File: src/design/cecr_pkg.sv
// Package for the circle elastic collision response unit.
// Holds payload types, pipeline sizes and fixed-point helper functions.
// No dependencies.
package cecr_pkg;

   localparam int SQRT_STEPS = 32;   // one root bit per stage
   localparam int SQRT_IN_W  = 63;   // ax^2 + ay^2
   localparam int LEN_W      = 32;
   localparam int MAG_W      = 31;   // normalized |d| components
   localparam int DIV_STEPS  = 31;   // one quotient bit per stage
   localparam int QUO_W      = 31;
   localparam int DIVIDEND_W = 62;
   localparam int DIVISOR_W  = 32;
   localparam int FRAC_N     = 30;   // Q2.30 normal
   localparam int FRAC_K     = 29;   // Q2.29 mass ratio
   localparam int WIDE_W     = 68;

   localparam logic [QUO_W-1:0] K_HALF = QUO_W'(1) << FRAC_K;
   localparam logic [QUO_W-1:0] K_ONE  = QUO_W'(1) << FRAC_N;

   localparam logic signed [WIDE_W-1:0] LIM32   = 68'sh0_FFFF_FFFF;
   localparam logic signed [WIDE_W-1:0] S32_MAX = 68'sh0_7FFF_FFFF;
   localparam logic signed [WIDE_W-1:0] S32_MIN = -68'sh0_8000_0000;

   typedef struct packed {
      logic signed [31:0] pos_a_x;
      logic signed [31:0] pos_a_y;
      logic signed [31:0] vel_a_x;
      logic signed [31:0] vel_a_y;
      logic [30:0]        mass_a;
      logic signed [31:0] pos_b_x;
      logic signed [31:0] pos_b_y;
      logic signed [31:0] vel_b_x;
      logic signed [31:0] vel_b_y;
      logic [30:0]        mass_b;
   } req_type;

   typedef struct packed {
      logic signed [31:0] new_vel_a_x;
      logic signed [31:0] new_vel_a_y;
      logic signed [31:0] new_vel_b_x;
      logic signed [31:0] new_vel_b_y;
      logic               centers_coincide;
   } rsp_type;

   // divide by 2^s, round to nearest, ties away from zero
   function automatic logic signed [WIDE_W-1:0] round_shift(
      input logic signed [WIDE_W-1:0] x, input int unsigned s);
      logic [WIDE_W-1:0] mag;
      logic [WIDE_W-1:0] res;
      mag = x[WIDE_W-1] ? WIDE_W'(-x) : WIDE_W'(x);
      res = (mag + (WIDE_W'(1) << (s - 1))) >> s;
      return x[WIDE_W-1] ? -$signed(res) : $signed(res);
   endfunction

   function automatic logic signed [32:0] clamp_lim(input logic signed [WIDE_W-1:0] x);
      logic signed [WIDE_W-1:0] r;
      r = x;
      if (x < -LIM32) r = -LIM32;
      if (x > LIM32)  r = LIM32;
      return r[32:0];
   endfunction

   function automatic logic signed [31:0] sat32(input logic signed [WIDE_W-1:0] x);
      logic signed [WIDE_W-1:0] r;
      r = x;
      if (x < S32_MIN) r = S32_MIN;
      if (x > S32_MAX) r = S32_MAX;
      return r[31:0];
   endfunction

endpackage

File: src/design/cecr_sqrt.sv
// Pipelined integer square root, one result bit per stage.
// Depends on cecr_pkg for sizes.
module cecr_sqrt (
   input  logic                             clock,
   input  logic                             en,
   input  logic [cecr_pkg::SQRT_IN_W-1:0]   value_in,
   output logic [cecr_pkg::LEN_W-1:0]       len_out
);

   localparam int SW = cecr_pkg::SQRT_IN_W;
   localparam int LW = cecr_pkg::LEN_W;
   localparam int TW = SW + 2;

   logic [SW-1:0] rem_ff  [cecr_pkg::SQRT_STEPS];
   logic [LW-1:0] root_ff [cecr_pkg::SQRT_STEPS];

   for (genvar k = 0; k < cecr_pkg::SQRT_STEPS; k++) begin : g_step
      localparam int Bit = cecr_pkg::SQRT_STEPS - 1 - k;
      logic [SW-1:0] rem_prev;
      logic [LW-1:0] root_prev;
      logic [TW-1:0] trial;
      logic [TW-1:0] rem_ext;

      if (k == 0) begin : g_first
         assign rem_prev  = value_in;
         assign root_prev = '0;
      end else begin : g_next
         assign rem_prev  = rem_ff[k-1];
         assign root_prev = root_ff[k-1];
      end

      // trial = 2*root*2^bit + 2^(2*bit)
      assign trial   = (TW'(root_prev) << (Bit + 1)) + (TW'(1) << (2 * Bit));
      assign rem_ext = TW'(rem_prev);

      always_ff @(posedge clock) begin
         if (en) begin
            if (rem_ext >= trial) begin
               rem_ff[k]  <= SW'(rem_ext - trial);
               root_ff[k] <= root_prev | (LW'(1) << Bit);
            end else begin
               rem_ff[k]  <= rem_prev;
               root_ff[k] <= root_prev;
            end
         end
      end
   end

   assign len_out = root_ff[cecr_pkg::SQRT_STEPS-1];

endmodule

File: config.mk
export PLATFORM = sky130hd
export DESIGN_NAME = cecr_sqrt
export DESIGN_NICKNAME = d
export VERILOG_FILES = /design/src/design/cecr_pkg.sv /design/src/design/cecr_sqrt.sv
export SDC_FILE = /design/constraint.sdc
export NUM_CORES = 2
export LEC_CHECK = 0
export BUFFER_PORTS_ARGS = -buffer_cell sky130_fd_sc_hd__buf_2
export CELL_PAD_IN_SITES_DETAIL_PLACEMENT = 1
export CELL_PAD_IN_SITES_GLOBAL_PLACEMENT = 2
export CORE_AREA = 4 4 556 558
export CTS_BUF_LIST = sky130_fd_sc_hd__clkbuf_4 sky130_fd_sc_hd__clkbuf_8
export CTS_CLUSTER_DIAMETER = 100
export DETAILED_ROUTE_END_ITERATION = 10
export DIE_AREA = 0 0 560 562
export PLACE_DENSITY_LB_ADDON = 0.1
export REMOVE_ABC_BUFFERS = 1
export SLEW_MARGIN = 10
export SYNTH_ARGS = -nofsm -noshare
export SYNTH_HDL_FRONTEND = slang
export SYNTH_SLANG_ARGS = --single-unit
File: constraint.sdc
create_clock -name clock -period 8.4 [get_ports clock]
set_input_delay 0.84 -clock clock [delete_from_list [all_inputs] [get_ports clock]]
set_output_delay 0.84 -clock clock [all_outputs]
set_load 0.02 [all_outputs]
==> out/results.ini <==
[outcome]
outcome = finished clean

[timing]
final_max_slew_viol_count = 0
fin_crit_ns = 4.770
tns_ns = 0
tightest_slew_ns = 1.196
hold_violations = 0
maxSlewHeadroom = 0.1989
min_period_over_period = 0.5679
skew_ns = 0.1059
rsz0062_at_grt = false
max_clock_freq_mhz = 209.6
setup_viol = 0

[synth]
synth-seq-area-share = 0.6139
synth.cell_area_mm2 = 0.1214
synth_top_area_cell = edfxtp_1
synth-edff-count = 2481
yosysWarnings = 0
yosys-top-cells-area = edfxtp_1, ha_1, xnor2_1, xor2_1, nand2_1
postSynth.asyncResetShare = 0
yosys_register_bits = 2481
synthCells = 9943
ys.flop_type = edfxtp_1
syn_area_per_cell_um2 = 12.21
yosysTopAreaCellShare = 0.6139
ys_types = 92

[placed_design]
finalWeightedCongestion = 0.8702
io_buffers = 96
dp.cells = 13860
dpl.hpwl_um = 287200

[final_layout]
n_fill_cell = 31880
layout-drive-gt1-share = 0.09193
nets = 10980
area_growth_syn_to_layout_pct = 11.93
final_cells = 14710

[hold_path]
holdPathStages = 1
min_path_type = in -> reg
whs_endpoint = root_ff[1][349]$_DFFE_PP_
hold_start = en

[setup_path]
start_kind = flop
r2r_start = rem_ff[1][602]$_DFFE_PP_
ff2ff_setup_slack_ns = 3.63
path_max_fanout = 21
critPathKind = reg -> reg
worst_r2r_endpoint = rem_ff[1][678]$_DFFE_PP_
arrival_ns = 5.50
required_ns = 9.13
rr_worst_depth = 9
crit_path_end_kind = flop

[pwr]
p_clk_frac = 0.303
powerDensity_mw_per_mm2 = 273.9
leakage_nw = 50.30
seqPwrFrac = 0.471
intPower_mw = 25.00
switchingPower_mw = 12.20
ir_drop_mv = 0.1413
comb_power_share = 0.226
sw_frac_of_total = 0.3280

[drt]
dr.pass1.iters = 6
drt-vias-per-instance = 5.573
drt-total-wl_um = 374000
ant_nets = 0
routedWlPerCell_um = 25.43
drc = 0
drtIter0Drc = 6727
vias = 81950

[clock_network]
cts_root_buffer = clkbuf_8
numCtsBuffers = 431
clockBufferDepth = 4
clkTransAtPathRegs_ns = 0.07
clock_sinks = 2481
cts_tree = yes
insertion_delay_ns = 1.10
htreeDepth = 5

[job]
drv_cap = 0

[floorplan]
fp-row-count = 203
pin_count = 97
die_height_um = 562
core_area_mm2 = 0.3045
initial_utilization = 0.3985
die_w_um = 560
die_area_mm2 = 0.3147

[global_route]
grt_max_degree = 201
track_usage = 0.2324
grt_pass1_vias = 83480
antenna_found_initial = 20
grt_pass1_wl_um = 555900
grt_overflow_total = 0

registers in the layout (all words and copies together) (netlist names):
register  cells
rem_ff     1953
root_ff     528
power by group through the flow:
stage	registers, mW	clock network [mW]	logic [mW]
6_report	17.5	11.3	8.42
2_1_floorplan	16.7	0	5.72
3_5_place_dp	17.7	0	8.32
3_3_place_gp	17.7	0	8.24
5_1_grt	17.6	12.3	9.32
4_1_cts	17.5	11.6	8.42
cells in the mapped netlist (225+ instances only):
cell type  count
edfxtp_1    2481
nand2_1      807
inv_1        686
nor2_1       577
o21ai_0      574
ha_1         556
a21oi_1      518
xnor2_1      452
xor2_1       406
nor4_1       369
nor3_1       272
a21o_1       250
clkbuf_1     225
worst max-delay path: stages, from the launching register on:
cell      delay, ns
edfxtp_1       0.43
ha_1           0.49
nand4_1        0.25
or4_1          0.62
nor4_1         0.60
a31oi_1        0.24
and3_1         0.55
nor4_2         0.91
nand3_1        0.20
xnor2_1        0.18
how the worst max path moves through the flow:
stage | startpoint | slack (ns) | end | depth (start not counted)
after floorplan | rem_ff[1][707]$_DFFE_PP_ | 1.45 | rem_ff[1][814]$_DFFE_PP_ | 10
after global placement | rem_ff[1][602]$_DFFE_PP_ | 3.78 | rem_ff[1][692]$_DFFE_PP_ | 9
after detailed placement | rem_ff[1][603]$_DFFE_PP_ | 3.69 | rem_ff[1][692]$_DFFE_PP_ | 9
after CTS | rem_ff[1][603]$_DFFE_PP_ | 3.66 | rem_ff[1][678]$_DFFE_PP_ | 9
after global routing | rem_ff[1][603]$_DFFE_PP_ | 3.40 | rem_ff[1][674]$_DFFE_PP_ | 9
final | rem_ff[1][602]$_DFFE_PP_ | 3.63 | rem_ff[1][678]$_DFFE_PP_ | 9
kinds of logic (layout without fill, tap and decap cells):
group / count (synthesis) / after routing / synth area share
AOI/OAI and AO/OA: 1896 / 1896 / 0.09680
xor gates and xnor gates: 858 / 858 / 0.06192
adders and majority gates: 557 / 557 / 0.05749
buffers and inverters: 934 / 1695 / 0.02914
DFF: 2481 / 2481 / 0.6139
muxes: 69 / 69 / 0.006268
other: 0 / 5 / 0
and+or+nand+nor: 3148 / 3148 / 0.1345
routing by layer:
| layer | share of wire | global-route usage | wire, um |
|---|---|---|---|
| met1 | 0.49 | 0.3578 | 184500 |
| met2 | 0.44 | 0.3533 | 163600 |
| met3 | 0.048 | 0.02491 | 18000 |
| met4 | 0.021 | 0.05183 | 7912 |
| met5 | 0 | 0 | 0 |
stage by stage:
step	setup slack (ns)	power, mW	hold WS (ns)	instance area (um2)	utilization
detailed placement	3.693	26.03	0.4296	126500	0.4154
global placement	3.777	25.95	0.4253	126500	0.4154
CTS	3.664	37.55	0.1912	135800	0.4460
global route	3.401	39.22	0.2272	135800	0.4460
floorplan	1.448	22.41	0.4166	120400	-
finish	3.630	37.21	0.2804	135800	0.4460
layout by cell type (no fill, tap or decap), drive strengths merged, types with 59 or more instances in the layout:
master / synthesis / routed
nor3: 273 / 273
xor2: 406 / 406
a211oi: 62 / 62
or4: 81 / 81
edfxtp: 2481 / 2481
buf: 23 / 164
nand4: 195 / 195
nand2: 807 / 807
inv: 686 / 706
dlygate4sd3: 0 / 63
ha: 556 / 556
clkinv: 0 / 187
nand2b: 114 / 114
or3: 96 / 96
clkbuf: 225 / 542
a21oi: 518 / 518
xnor2: 452 / 452
a21o: 250 / 250
nor2: 577 / 577
o21a: 74 / 74
a31oi: 59 / 59
nand3: 192 / 192
nor2b: 85 / 85
o21ai: 577 / 577
nor4: 373 / 373
what timing repair did:
action	in CTS	in global routing
gates resized for setup	0	0
hold buffers	63	0
buffers inserted	0	0
endpoints found under the hold margin	64	0
cell type report:
cell class                      count  area (um2)  area share
Tap cell                         3997        5001     0.03682
Clock inverter                    240        1887     0.01389
Multi-Input combinational cell   6528       43400      0.3195
Inverter                          686        2575     0.01896
Antenna cell                        5       12.51  0.00009211
Sequential cell                  2481       74500      0.5485
Timing Repair Buffer              227        1674     0.01232
Clock buffer                      542        6784     0.04994
No activity file was read; power rests on OpenSTA's default activity.
